[config.mk]
export PLATFORM = sky130hd
export DESIGN_NAME = linear_resampler_to_4ms_grid
export DESIGN_NICKNAME = d
export VERILOG_FILES = /design/src/hw/rtl/lrg_pkg.sv /design/src/hw/rtl/lrg_muldiv.sv /design/src/hw/rtl/linear_resampler_to_4ms_grid.sv
export SDC_FILE = /design/constraint.sdc
export NUM_CORES = 2
export LEC_CHECK = 0
export ABC_CLOCK_PERIOD_IN_PS = 23800
export BUFFER_PORTS_ARGS = -buffer_cell sky130_fd_sc_hd__buf_4
export CAP_MARGIN = 20
export CORE_AREA = 5 5 385 387
export DETAILED_ROUTE_END_ITERATION = 8
export DIE_AREA = 0 0 390 392
export SLEW_MARGIN = 5
export SYNTH_ARGS = -nofsm -noshare
export SYNTH_HDL_FRONTEND = slang
export SYNTH_SLANG_ARGS = --single-unit
[constraint.sdc]
create_clock -name clk -period 23.8 [get_ports clk]
set_input_delay 4.76 -clock clk [delete_from_list [all_inputs] [get_ports clk]]
set_output_delay 4.76 -clock clk [all_outputs]
set_load 0.05 [all_outputs]
[src/hw/rtl/lrg_pkg.sv]
// ----------------------------------------------------------------------------
// lrg_pkg: shared types and constants of the 4 ms grid resampler
// Widths, grid constants, state machine types and the request/response
// structs that connect the resampler to its shared multiply/divide unit.
// ----------------------------------------------------------------------------
package lrg_pkg;

  // Field widths.
  localparam int TIME_W  = 40;
  localparam int VALUE_W = 32;

  // Most grid points that one sample may produce.
  localparam int MAX_GRID_OUT = 64;
  localparam int CNT_W        = $clog2(MAX_GRID_OUT + 1);

  // Grid spacing and look-ahead, in microseconds.
  localparam int GRID_STEP_US = 4000;
  localparam int LOOKAHEAD_US = 100;

  // Grid time is tracked with headroom above the stored 40 bits.
  localparam int GRID_W = TIME_W + 2;

  // Shared multiply/divide unit operand widths.
  localparam int MD_A_W    = GRID_W;            // |grid - previous time|
  localparam int MD_B_W    = VALUE_W + 2;       // |value difference|
  localparam int MD_D_W    = TIME_W;            // |time span|
  localparam int MD_Q_W    = VALUE_W + 2;       // quotient, capped at 2^33
  localparam int MD_P_W    = MD_A_W + MD_B_W;   // product width
  localparam int MD_CNT_W  = $clog2(MD_P_W);

  // Configuration register indexes.
  localparam int CFG_IDX_W = 8;
  localparam logic [CFG_IDX_W-1:0] CFG_DELTA_ENCODED       = 8'd0;
  localparam logic [CFG_IDX_W-1:0] CFG_FIXED_INTERVAL_MODE = 8'd1;

  // Input item kinds.
  localparam logic KIND_SAMPLE  = 1'b0;
  localparam logic KIND_RESTART = 1'b1;

  typedef enum logic [2:0] {
    S_IDLE,
    S_PREP,
    S_CHECK,
    S_MD,
    S_SKIP,
    S_EMIT
  } lrg_state_t;

  typedef enum logic [1:0] {
    MD_IDLE,
    MD_MUL,
    MD_DIV,
    MD_FIN
  } md_state_t;

  typedef struct packed {
    logic              start;
    logic [MD_A_W-1:0] a;
    logic [MD_B_W-1:0] b;
    logic [MD_D_W-1:0] d;
  } md_req_t;

  typedef struct packed {
    logic              done;
    logic [MD_Q_W-1:0] quot;
    logic [MD_D_W-1:0] rem;
  } md_rsp_t;

endpackage

[src/hw/rtl/lrg_muldiv.sv]
// ----------------------------------------------------------------------------
// lrg_muldiv: shared shift-add multiplier and restoring divider
// Computes min(floor(a*b/d), 2^33) and the remainder (a*b) mod d, one bit
// per cycle: a multiply pass over the bits of b, then a divide pass.
// ----------------------------------------------------------------------------
module lrg_muldiv (
  input  logic             clk,
  input  logic             rst_n,
  input  lrg_pkg::md_req_t req,
  output lrg_pkg::md_rsp_t rsp
);

  localparam logic [lrg_pkg::MD_Q_W-1:0] QUOT_CAP = {1'b1, {(lrg_pkg::MD_Q_W-1){1'b0}}};

  lrg_pkg::md_state_t state_r, state_nxt;

  logic [lrg_pkg::MD_CNT_W-1:0] cnt_r;
  logic [lrg_pkg::MD_A_W-1:0]   a_r;
  logic [lrg_pkg::MD_D_W-1:0]   d_r;
  logic [lrg_pkg::MD_P_W-1:0]   prod_r;
  logic [lrg_pkg::MD_D_W-1:0]   rem_r;
  logic [lrg_pkg::MD_Q_W-1:0]   quot_r;

  logic [lrg_pkg::MD_A_W:0]     mul_sum;
  logic [lrg_pkg::MD_D_W:0]     trial;
  logic                         trial_ge;
  logic [lrg_pkg::MD_Q_W-1:0]   quot_shift;
  logic                         last_mul;
  logic                         last_div;

  always_comb begin
    mul_sum = {1'b0, prod_r[lrg_pkg::MD_P_W-1:lrg_pkg::MD_B_W]}
            + (prod_r[0] ? {1'b0, a_r} : '0);
    trial      = {rem_r, prod_r[lrg_pkg::MD_P_W-1]};
    trial_ge   = (trial >= {1'b0, d_r});
    quot_shift = {quot_r[lrg_pkg::MD_Q_W-2:0], trial_ge};
    last_mul   = (cnt_r == lrg_pkg::MD_CNT_W'(lrg_pkg::MD_B_W - 1));
    last_div   = (cnt_r == lrg_pkg::MD_CNT_W'(lrg_pkg::MD_P_W - 1));
  end

  // Next state.
  always_comb begin
    state_nxt = state_r;
    unique case (state_r)
      lrg_pkg::MD_IDLE: if (req.start) state_nxt = lrg_pkg::MD_MUL;
      lrg_pkg::MD_MUL:  if (last_mul) state_nxt = lrg_pkg::MD_DIV;
      lrg_pkg::MD_DIV:  if (last_div) state_nxt = lrg_pkg::MD_FIN;
      lrg_pkg::MD_FIN:  state_nxt = lrg_pkg::MD_IDLE;
      default:          state_nxt = lrg_pkg::MD_IDLE;
    endcase
  end

  // Outputs.
  always_comb begin
    rsp.done = (state_r == lrg_pkg::MD_FIN);
    rsp.quot = quot_r;
    rsp.rem  = rem_r;
  end

  always_ff @(posedge clk) begin
    if (!rst_n) begin
      state_r <= lrg_pkg::MD_IDLE;
      cnt_r   <= '0;
    end else begin
      state_r <= state_nxt;
      if (state_r != state_nxt) begin
        cnt_r <= '0;
      end else begin
        cnt_r <= cnt_r + 1'b1;
      end
    end
  end

  // Datapath registers.
  always_ff @(posedge clk) begin
    case (state_r)
      lrg_pkg::MD_IDLE: begin
        if (req.start) begin
          a_r    <= req.a;
          d_r    <= req.d;
          prod_r <= {{lrg_pkg::MD_A_W{1'b0}}, req.b};
          rem_r  <= '0;
          quot_r <= '0;
        end
      end
      lrg_pkg::MD_MUL: begin
        prod_r <= {mul_sum, prod_r[lrg_pkg::MD_B_W-1:1]};
      end
      lrg_pkg::MD_DIV: begin
        prod_r <= {prod_r[lrg_pkg::MD_P_W-2:0], 1'b0};
        if (trial_ge) begin
          rem_r <= lrg_pkg::MD_D_W'(trial - {1'b0, d_r});
        end else begin
          rem_r <= trial[lrg_pkg::MD_D_W-1:0];
        end
        // The quotient saturates once it reaches the cap.
        if (quot_r[lrg_pkg::MD_Q_W-1] || quot_shift[lrg_pkg::MD_Q_W-1]) begin
          quot_r <= QUOT_CAP;
        end else begin
          quot_r <= quot_shift;
        end
      end
      default: begin
      end
    endcase
  end

endmodule

[src/hw/rtl/linear_resampler_to_4ms_grid.sv]
// ----------------------------------------------------------------------------
// linear_resampler_to_4ms_grid: linear interpolation onto a 4 ms time grid
// Takes timed Q16.16 samples and emits interpolated values at every 4000 us
// grid point, or passes values through in fixed-interval mode.
// ----------------------------------------------------------------------------
//
//   Channel  Direction  Handshake            Payload
//   in_      input      in_valid / in_stall  kind, sample_time, sample_value
//   out_     output     out_valid/out_stall  grid_value, last, overrun
//   cfg_     input      cfg_valid/cfg_ready  cfg_index, cfg_data
//
// A restart transaction or the first timed sample gives no result; a
// fixed-interval sample goes straight to the emit state. A later timed
// sample is set up in a prepare state, then each grid point takes a check
// state, a pass through the shared multiply/divide unit (multiply steps,
// divide steps, finish state) and an emit state; a zero time span goes
// from check straight to emit. One more check closes the sample, and an
// overrun adds one pass through that unit to find the next grid point.
// Reset is synchronous and active low; it clears the control state, both
// configuration registers and the sample history.
// A full result register with a stalled result holds the sequencer in its
// emit cycle; the input side is taken only while the sequencer is idle.
// ----------------------------------------------------------------------------
module linear_resampler_to_4ms_grid (
  input  logic                                clk,
  input  logic                                rst_n,
  // Input samples.
  input  logic                                in_valid,
  output logic                                in_stall,
  input  logic                                in_kind,
  input  logic [lrg_pkg::TIME_W-1:0]          in_sample_time,
  input  logic signed [lrg_pkg::VALUE_W-1:0]  in_sample_value,
  // Grid results.
  output logic                                out_valid,
  input  logic                                out_stall,
  output logic signed [lrg_pkg::VALUE_W-1:0]  out_grid_value,
  output logic                                out_last,
  output logic                                out_overrun,
  // Configuration writes.
  input  logic                                cfg_valid,
  output logic                                cfg_ready,
  input  logic [lrg_pkg::CFG_IDX_W-1:0]       cfg_index,
  input  logic                                cfg_data
);

  localparam logic [lrg_pkg::GRID_W-1:0] GRID_STEP = lrg_pkg::GRID_W'(lrg_pkg::GRID_STEP_US);
  localparam logic [lrg_pkg::GRID_W-1:0] LOOKAHEAD = lrg_pkg::GRID_W'(lrg_pkg::LOOKAHEAD_US);
  localparam logic [lrg_pkg::CNT_W-1:0]  CNT_MAX   = lrg_pkg::CNT_W'(lrg_pkg::MAX_GRID_OUT);
  localparam logic [lrg_pkg::CNT_W-1:0]  CNT_LAST  = lrg_pkg::CNT_W'(lrg_pkg::MAX_GRID_OUT - 1);

  lrg_pkg::lrg_state_t state_r, state_nxt;

  // Configuration.
  logic delta_encoded_r;
  logic fixed_interval_mode_r;

  // Sample history.
  logic                                first_seen_r;
  logic [lrg_pkg::TIME_W-1:0]          prev_time_r;
  logic signed [lrg_pkg::VALUE_W-1:0]  prev_value_r;
  logic [lrg_pkg::TIME_W-1:0]          grid_time_r;

  // Current sample being worked on.
  logic [lrg_pkg::TIME_W-1:0]          cur_time_r;
  logic signed [lrg_pkg::VALUE_W-1:0]  cur_value_r;
  logic [lrg_pkg::GRID_W-1:0]          limit_r;
  logic [lrg_pkg::GRID_W-1:0]          grid_r;
  logic [lrg_pkg::CNT_W-1:0]           count_r;
  logic [lrg_pkg::MD_D_W-1:0]          span_abs_r;
  logic [lrg_pkg::VALUE_W:0]           dv_abs_r;
  logic                                base_neg_r;
  logic                                span_zero_r;
  logic                                neg_r;
  logic                                fixed_item_r;
  // Value of the grid point being prepared, moved to the result on emit.
  logic signed [lrg_pkg::VALUE_W-1:0]  point_value_r;

  // Result register.
  logic                                out_valid_r;
  logic signed [lrg_pkg::VALUE_W-1:0]  res_value_r;
  logic                                out_last_r;
  logic                                out_overrun_r;

  lrg_pkg::md_req_t md_req;
  lrg_pkg::md_rsp_t md_rsp;

  logic in_accept;
  logic out_accept;
  logic slot_free;

  // Combinational datapath terms.
  logic [lrg_pkg::TIME_W-1:0]          dec_time;
  logic signed [lrg_pkg::VALUE_W-1:0]  dec_value;
  logic signed [lrg_pkg::VALUE_W-1:0]  fixed_base;
  logic signed [lrg_pkg::VALUE_W-1:0]  fixed_value;
  logic [lrg_pkg::TIME_W:0]            span;
  logic [lrg_pkg::VALUE_W:0]           dv;
  logic [lrg_pkg::GRID_W:0]            off;
  logic [lrg_pkg::MD_A_W-1:0]          off_abs;
  logic                                loop_go;
  logic                                skip_needed;
  logic [lrg_pkg::GRID_W-1:0]          grid_plus;
  logic                                past_limit;
  logic                                emit_last;
  logic                                emit_overrun;
  logic signed [lrg_pkg::VALUE_W+2:0]  interp_sum;
  logic signed [lrg_pkg::VALUE_W-1:0]  interp_sat;
  logic [lrg_pkg::GRID_W:0]            skip_grid;

  lrg_muldiv u_muldiv (
    .clk   (clk),
    .rst_n (rst_n),
    .req   (md_req),
    .rsp   (md_rsp)
  );

  assign cfg_ready  = 1'b1;
  assign in_stall   = (state_r != lrg_pkg::S_IDLE);
  assign in_accept  = in_valid && !in_stall;
  assign out_accept = out_valid_r && !out_stall;
  // The result register can take a new result when empty or being emptied.
  assign slot_free  = !out_valid_r || !out_stall;

  assign out_valid      = out_valid_r;
  assign out_grid_value = res_value_r;
  assign out_last       = out_last_r;
  assign out_overrun    = out_overrun_r;

  always_comb begin
    // Delta decoding wraps at the field widths.
    dec_time  = delta_encoded_r ? (prev_time_r + in_sample_time) : in_sample_time;
    dec_value = delta_encoded_r ? (prev_value_r + in_sample_value) : in_sample_value;

    // Fixed mode accumulates from zero on the first sample.
    fixed_base  = first_seen_r ? prev_value_r : '0;
    fixed_value = delta_encoded_r ? (fixed_base + in_sample_value) : in_sample_value;

    span = {1'b0, cur_time_r} - {1'b0, prev_time_r};
    dv   = {cur_value_r[lrg_pkg::VALUE_W-1], cur_value_r}
         - {prev_value_r[lrg_pkg::VALUE_W-1], prev_value_r};

    off     = {1'b0, grid_r} - {3'b000, prev_time_r};
    off_abs = off[lrg_pkg::GRID_W] ? lrg_pkg::MD_A_W'(-off) : off[lrg_pkg::GRID_W-1:0];

    // A grid point is due inside the look-ahead window, up to 64 per sample.
    loop_go     = (grid_r <= limit_r) && (count_r < CNT_MAX);
    skip_needed = (grid_r <= limit_r);

    grid_plus    = grid_r + GRID_STEP;
    past_limit   = (grid_plus > limit_r);
    emit_last    = fixed_item_r || past_limit || (count_r == CNT_LAST);
    emit_overrun = !fixed_item_r && !past_limit && (count_r == CNT_LAST);

    // previous_value plus or minus the capped quotient, saturated to 32 bits.
    if (neg_r) begin
      interp_sum = {{3{prev_value_r[lrg_pkg::VALUE_W-1]}}, prev_value_r}
                 - $signed({1'b0, md_rsp.quot});
    end else begin
      interp_sum = {{3{prev_value_r[lrg_pkg::VALUE_W-1]}}, prev_value_r}
                 + $signed({1'b0, md_rsp.quot});
    end
    if (!interp_sum[lrg_pkg::VALUE_W+2]
        && (interp_sum[lrg_pkg::VALUE_W+1:lrg_pkg::VALUE_W-1] != 3'b000)) begin
      interp_sat = {1'b0, {(lrg_pkg::VALUE_W-1){1'b1}}};
    end else if (interp_sum[lrg_pkg::VALUE_W+2]
                 && (interp_sum[lrg_pkg::VALUE_W+1:lrg_pkg::VALUE_W-1] != 3'b111)) begin
      interp_sat = {1'b1, {(lrg_pkg::VALUE_W-1){1'b0}}};
    end else begin
      interp_sat = interp_sum[lrg_pkg::VALUE_W-1:0];
    end

    // After an overrun the grid moves to the first point past the limit:
    // limit + step - ((limit - grid) mod step).
    skip_grid = {1'b0, limit_r} + {1'b0, GRID_STEP}
              - {1'b0, lrg_pkg::GRID_W'(md_rsp.rem)};
  end

  // Next state.
  always_comb begin
    state_nxt = state_r;
    unique case (state_r)
      lrg_pkg::S_IDLE: begin
        if (in_accept && (in_kind == lrg_pkg::KIND_SAMPLE)) begin
          if (fixed_interval_mode_r) begin
            state_nxt = lrg_pkg::S_EMIT;
          end else if (first_seen_r) begin
            state_nxt = lrg_pkg::S_PREP;
          end
        end
      end
      lrg_pkg::S_PREP: state_nxt = lrg_pkg::S_CHECK;
      lrg_pkg::S_CHECK: begin
        if (loop_go) begin
          state_nxt = span_zero_r ? lrg_pkg::S_EMIT : lrg_pkg::S_MD;
        end else if (skip_needed) begin
          state_nxt = lrg_pkg::S_SKIP;
        end else begin
          state_nxt = lrg_pkg::S_IDLE;
        end
      end
      lrg_pkg::S_MD:   if (md_rsp.done) state_nxt = lrg_pkg::S_EMIT;
      lrg_pkg::S_SKIP: if (md_rsp.done) state_nxt = lrg_pkg::S_IDLE;
      lrg_pkg::S_EMIT: begin
        if (slot_free) begin
          state_nxt = fixed_item_r ? lrg_pkg::S_IDLE : lrg_pkg::S_CHECK;
        end
      end
      default: state_nxt = lrg_pkg::S_IDLE;
    endcase
  end

  // Requests to the shared multiply/divide unit.
  always_comb begin
    md_req.start = (state_r == lrg_pkg::S_CHECK)
                && ((loop_go && !span_zero_r) || (!loop_go && skip_needed));
    if (loop_go) begin
      md_req.a = off_abs;
      md_req.b = lrg_pkg::MD_B_W'(dv_abs_r);
      md_req.d = span_abs_r;
    end else begin
      // Remainder of the distance to the limit by the grid step.
      md_req.a = limit_r - grid_r;
      md_req.b = lrg_pkg::MD_B_W'(1);
      md_req.d = lrg_pkg::MD_D_W'(lrg_pkg::GRID_STEP_US);
    end
  end

  // Control state and configuration.
  always_ff @(posedge clk) begin
    if (!rst_n) begin
      state_r               <= lrg_pkg::S_IDLE;
      delta_encoded_r       <= 1'b0;
      fixed_interval_mode_r <= 1'b0;
      out_valid_r           <= 1'b0;
    end else begin
      state_r <= state_nxt;
      if (cfg_valid && cfg_ready) begin
        unique case (cfg_index)
          lrg_pkg::CFG_DELTA_ENCODED:       delta_encoded_r       <= cfg_data;
          lrg_pkg::CFG_FIXED_INTERVAL_MODE: fixed_interval_mode_r <= cfg_data;
          default: begin
          end
        endcase
      end
      if ((state_r == lrg_pkg::S_EMIT) && slot_free) begin
        out_valid_r <= 1'b1;
      end else if (out_accept) begin
        out_valid_r <= 1'b0;
      end
    end
  end

  // Sample history, reset to zero.
  always_ff @(posedge clk) begin
    if (!rst_n) begin
      first_seen_r <= 1'b0;
      prev_time_r  <= '0;
      prev_value_r <= '0;
      grid_time_r  <= '0;
    end else begin
      unique case (state_r)
        lrg_pkg::S_IDLE: begin
          if (in_accept) begin
            if (in_kind == lrg_pkg::KIND_RESTART) begin
              first_seen_r <= 1'b0;
            end else if (fixed_interval_mode_r) begin
              first_seen_r <= 1'b1;
              if (delta_encoded_r) begin
                prev_value_r <= fixed_value;
              end else if (!first_seen_r) begin
                prev_value_r <= '0;
              end
            end else if (!first_seen_r) begin
              // The first timed sample is absolute and starts the grid.
              first_seen_r <= 1'b1;
              prev_time_r  <= in_sample_time;
              prev_value_r <= in_sample_value;
              grid_time_r  <= in_sample_time;
            end
          end
        end
        lrg_pkg::S_CHECK: begin
          if (!loop_go && !skip_needed) begin
            prev_time_r  <= cur_time_r;
            prev_value_r <= cur_value_r;
            grid_time_r  <= grid_r[lrg_pkg::TIME_W-1:0];
          end
        end
        lrg_pkg::S_SKIP: begin
          if (md_rsp.done) begin
            prev_time_r  <= cur_time_r;
            prev_value_r <= cur_value_r;
            grid_time_r  <= skip_grid[lrg_pkg::TIME_W-1:0];
          end
        end
        default: begin
        end
      endcase
    end
  end

  // Working registers of the current transaction and the result payload.
  // The result payload only changes when a new result is loaded on emit.
  always_ff @(posedge clk) begin
    case (state_r)
      lrg_pkg::S_IDLE: begin
        if (in_accept && (in_kind == lrg_pkg::KIND_SAMPLE)) begin
          fixed_item_r  <= fixed_interval_mode_r;
          point_value_r <= fixed_value;
          cur_time_r    <= dec_time;
          cur_value_r   <= dec_value;
          grid_r        <= {2'b00, grid_time_r};
          count_r       <= '0;
        end
      end
      lrg_pkg::S_PREP: begin
        span_zero_r <= (cur_time_r == prev_time_r);
        span_abs_r  <= span[lrg_pkg::TIME_W] ? lrg_pkg::TIME_W'(-span)
                                             : span[lrg_pkg::TIME_W-1:0];
        dv_abs_r    <= dv[lrg_pkg::VALUE_W] ? (-dv) : dv;
        base_neg_r  <= span[lrg_pkg::TIME_W] ^ dv[lrg_pkg::VALUE_W];
        limit_r     <= {2'b00, cur_time_r} + LOOKAHEAD;
      end
      lrg_pkg::S_CHECK: begin
        neg_r <= base_neg_r ^ off[lrg_pkg::GRID_W];
        if (loop_go && span_zero_r) begin
          point_value_r <= prev_value_r;
        end
      end
      lrg_pkg::S_MD: begin
        if (md_rsp.done) begin
          point_value_r <= interp_sat;
        end
      end
      lrg_pkg::S_EMIT: begin
        if (slot_free) begin
          res_value_r   <= point_value_r;
          out_last_r    <= emit_last;
          out_overrun_r <= emit_overrun;
          grid_r        <= grid_plus;
          count_r       <= count_r + 1'b1;
        end
      end
      default: begin
      end
    endcase
  end

endmodule

# == Word level (Yosys, flattened, before mapping) ==
# Index checks and enable logic that the tools add are counted.
# word_totals
register_bits,665
ram_bits,0
mem_count,0
latch_bits,0
romBits,0
# op_classes
n_eq_ne,28
n_addsub,20
shift,0
n_lt_le_gt_ge,4
bitwise,4
n_reduce_logical,53
n_mul,0
n_div,0
n_mux,66
# ops
op,count
$mux W32,16
$mux W40,12
$pmux W40 S3,2
$pmux W76 S3,1
$pmux W32 S3,2
$mux W42,4
$mux W116,1
$pmux W42 S2,1
$pmux W40 S2,1
$sub A40 B40 Y40,2
$mux W76,1
$mux W34,2
$pmux W34 S2,1
$add A32 B32 Y32,2
$add A42 B43 Y43,1
$sub A42 B40 Y43,1
$add A42 B12 Y42 const B,1
$gt A42 B41 Y1,1
$le A42 B41 Y1,1
$neg A42 Y42,1
$sub A41 B42 Y42,1
$add A40 B7 Y41 const B,1
$ge A41 B40 Y1,1
$sub A40 B40 Y41,1
other kinds (47),117

# == Depth between registers and ports, before layout ==
# depth
ltp_word,10
ltp_mapped,21

# == Cells and area by module ==
# A second synthesis with hierarchy kept.
# unflattened
hier_cells,6571
area_unflattened_um2,56467.9
# modules_own_cells
mod,area_per_inst_um2,n_inst,cells_each,seq_area_each_um2
linear_resampler_to_4ms_grid,42131.7,1,5163,11541.1
lrg_muldiv,14336.2,1,1408,7146.9

# == Least setup slack after synthesis ==
# No wires, ideal clock.
# synth_timing
path_kind,reg-to-reg
from,register state_r[0]
to,register base_neg_r (enable)
t_arrival_ps,8711
path_buffers,2
slack_ps,14357
stages_incl_launch_ff,5
setup_ps,733
path_cell_list,dfxtp_1 inv_1 clkbuf_1 buf_1 nor3_1
# synth_between
elab_chain_len,1
# synth_rtl
item,line_no,text
from (decl),linear_resampler_to_4ms_grid.sv:51,"lrg_pkg::lrg_state_t state_r, state_nxt;"
from (signal assigned),linear_resampler_to_4ms_grid.sv:231,state_r <= lrg_pkg::S_IDLE;
from (signal assigned),linear_resampler_to_4ms_grid.sv:236,state_r <= state_nxt;
$eq A3 B1 Y1,linear_resampler_to_4ms_grid.sv:305,case (state_r)
to (signal assigned),linear_resampler_to_4ms_grid.sv:321,base_neg_r <= span[lrg_pkg::TIME_W] ^ dv[lrg_pkg::VALUE_W];
to (decl),linear_resampler_to_4ms_grid.sv:71,logic base_neg_r;
# Every way passes these cells.
# A chain may end at the register's enable or synchronous reset.

# == Final worst setup path ==
# layout_timing
from,input in_sample_time[0] (netlist name)
to,register cur_time_r[24] (netlist name) (data pin)
# layout_between
elab_chain_len,2
# layout_rtl
item,line_no,text
from (decl),linear_resampler_to_4ms_grid.sv:31,"input logic [lrg_pkg::TIME_W-1:0] in_sample_time,"
$add A40 B40 Y40,linear_resampler_to_4ms_grid.sv:131,dec_time = delta_encoded_r ? (prev_time_r + in_sample_time) : in_sample_time;
$mux W40,linear_resampler_to_4ms_grid.sv:131,
net dec_time (one bit),linear_resampler_to_4ms_grid.sv:92,logic [lrg_pkg::TIME_W-1:0] dec_time;
to (signal assigned),linear_resampler_to_4ms_grid.sv:310,cur_time_r <= dec_time;
to (decl),linear_resampler_to_4ms_grid.sv:64,logic [lrg_pkg::TIME_W-1:0] cur_time_r;
# The timed path passes the listed nets, and every way through them passes these cells.

==> results.md <==
- Outcome: complete, no violations
- Most frequent cells after synthesis: nand2_1, a21oi_1, edfxtp_1, nor2_1, ha_1
- Max-Cap Viols: 0
- Nets: 7193
- Filler Cells Inserted: 14300
- Warnings, synthesis: 0
- Syn_nets: 7208
- Post-CTS Hold Fix Bufs: 0
- Core ar.: 144500 µm²
- Final ANT Viol Nets: 0
- Clk_lat worst skew: 0.70 ns
- Max Clock Skew: 0.03446 ns
- PostCTS Resize Cnt: 0
- GPL Wtd Cong: 0.9642
- Top_reg_cell synth: edfxtp_1
- NetSw: 1.209 mW
- Postcts setup bufs: 0
- First-pass GRT wire length: 296400 µm
- Initial antenna violation count: 12
- Net Sw Frac: 32.54%
- Count of different cell masters after synthesis: 114
- Ratio of cells with drive above 1 in the final layout: 7.464%
- Initial DRC count: 4153
- Measured slew at the worst slew-check pin: 1.282 ns
- Drt first pass iters: 6
- Setup TNS: 0 ns
- Fin. Hold Viols: 0
- Crit Path Max Fanout: 4
- Site row count: 140
- Vias: 50680
- Unrepaired setup endpoints after global routing: no
- Die area: 152900 µm²
- VDD IR-drop max: 58.19 µV
- Total Wirelength: 197400 µm
- Post-route insts no fill: 8581
- Sequential Area: 18690 µm²
- DRC violations left: 0
- DP HPWL: 154000 µm
- Synthesized instance count: 6608
- Highest Clock Rate: 125.3 MHz
- Vias per inst: 5.907
- Worst path required time: 24.23 ns
- WP data arrival: 8.41 ns
- Gate power share: 26.4%
- Share of the synthesized area in the top cell type: 28.20%
- Min-Delay Path Class: reg -> reg
- Input/output buffers: 122
- CTS tree: built
- Rel. slew slack: 14.25%
- Post-route minimum period: 7.980 ns
- Layout area overhead: 9.869%
- TritonCTS buffer count: 85
- Final period util: 33.53%
- Pwr Density: 59.14 nW/µm²
- Reg clk slew, reported paths: 0.06 ns
- FFs w/ async S/R, synth: 0%
- Htree depth: 3
- Clock Path Buffers: 3
- Int Power: 2.506 mW
- Setup-failing EPs final: 0
- Overall routing resource usage: 24.89%
- Area post-placement: 59960 µm²
- Wire per inst: 23.00 µm
- Io pins: 124
- CP Class: in -> reg
- Avg Inst Size Synth: 8.655 µm²
- Max-slew violations: 0
- DIE HEIGHT: 392 µm
- Number of flops mapped to enable cells by yosys: 537
- Seq pwr share: 37.5%
- Initial Util: 39.57%
- Seq/Total Area, Yosys: 32.68%
- Count leader, synth: nand2_1
- Fin util: 43.48%
- Remaining Overflow, GRT: 0
- #FFs+latches synth: 665
- Post-route cell area: 62830 µm²
- Startpoint types: primary input
- Clock root cell: clkbuf_16
- Largest net degree at the start of global routing: 84
- LEAKAGE: 25.60 nW
- Synthesized cell area: 57190 µm²
- Cell taking the most area after synthesis: edfxtp_1
- Footprint of the multi-input gates: 36030 µm²
- Clock share of power: 36.1%
- Die Span X: 390 µm
- Ranking of synthesized cells by area: edfxtp_1, ha_1, xnor2_1
- Dpl cells: 8420
- Vias in the first global route: 48170
- Setup crit end kind: flop
- TritonCTS sink count: 665
==> flip-flops by register name (all words and copies together) (netlist names), 32 cells and up <==
register	flops
u_muldiv.quot_r	34
grid_time_r	40
grid_r	42
u_muldiv.prod_r	76
u_muldiv.rem_r	40
point_value_r	32
dv_abs_r	33
cur_value_r	32
prev_time_r	40
limit_r	41
span_abs_r	40
u_muldiv.a_r	42
out_grid_value	32
prev_value_r	32
cur_time_r	40
u_muldiv.d_r	40
==> worst paths after layout <==
path,startpoint,to,slack (ns),cells after the start
setup / recovery,in_sample_time[0],cur_time_r[24],15.82,16
hold / removal,point_value_r[18],out_grid_value[18],0.42,0
setup reg to reg,u_muldiv.quot_r[0],point_value_r[11],17.36,19
hold reg to reg,point_value_r[18],out_grid_value[18],0.42,0
==> layer usage <==
metal,wire (µm),up-vias,share of wire [%],GRT usage (%)
met5,41,-,0.021,0
met4,8391,6,4.3,9.721
met3,12180,327,6.2,3.529
met2,91970,1659,47,41.89
met1,84810,24310,43,32.34
li1,-,24380,-,-
==> worst max-delay path, stage by stage <==
cell and delay [ns]:
buf_4 0.10, ha_1 0.20, inv_1 0.07, fa_1 0.41, nor2b_1 0.13, o21ai_0 0.13, a21boi_0 0.45, o21ai_0 0.35
a21oi_1 0.44, a221oi_1 0.15, buf_4 0.20, o21ai_0 0.36, a21o_1 0.18, a21oi_1 0.07, xnor2_1 0.13, mux2_2 0.26
==> metrics by stage <==
| step | hold WS [ns] | power, mW | setup slack, ns |
|---|---|---|---|
| after CTS | 0.4198 | 3.731 | 16.01 |
| after global placement | 0.4012 | 2.372 | 15.27 |
| final | 0.4213 | 3.716 | 15.82 |
| after global routing | 0.4327 | 3.887 | 15.68 |
| after floorplan | 0.4003 | 2.113 | 14.36 |
| after detailed placement | 0.4059 | 2.380 | 15.28 |
==> cell type report <==
| cell class | instances | share of cell area, % |
|---|---|---|
| Clock inverter | 50 | 0.8682 |
| Tap cell | 1917 | 3.817 |
| Inverter | 400 | 2.394 |
| Clock buffer | 103 | 3.608 |
| Multi-Input combinational cell | 5259 | 57.33 |
| Timing Repair Buffer | 182 | 2.210 |
| Antenna cell | 5 | 0.01991 |
| Sequential cell | 665 | 29.75 |
==> power groups by stage <==
stage          clock, mW  sequential (mW)  combinational (mW)
6_report            1.34             1.39               0.981
2_1_floorplan          0             1.39               0.723
4_1_cts             1.37             1.39               0.971
3_5_place_dp           0             1.42               0.964
5_1_grt             1.41             1.40                1.08
3_3_place_gp           0             1.42               0.957
==> layout by cell type, fill, tap and decap left out, drive strengths merged, types with 46 or more instances in the layout <==
cell type    n
a221oi      47
mux2        56
ha         502
a31oi       81
and2       121
xnor2      357
a311oi      54
nor3       115
nand3      150
o21bai      46
mux2i       55
or3         47
edfxtp     537
o21a        72
inv        404
nand2b      64
buf        182
o21ai      381
a211oi     107
o31ai       54
and3       147
nor2       516
nand4       96
nand2      604
o211ai      72
nor2b       69
dfxtp      128
a21oi      555
a21o       264
xor2       172
clkbuf     103
==> logic make-up after synthesis <==
kind of cell,after synthesis,share of synthesized area [%]
simple gates,2081,17.79
fa+ha+maj,513,11.37
compound gates,2024,23.38
xor+xnor,529,8.128
mux,111,2.065
other cells,1,0.006557
buf+inv,684,4.581
flops,665,32.68
Note: power is estimated with default switching activity, not from simulation.
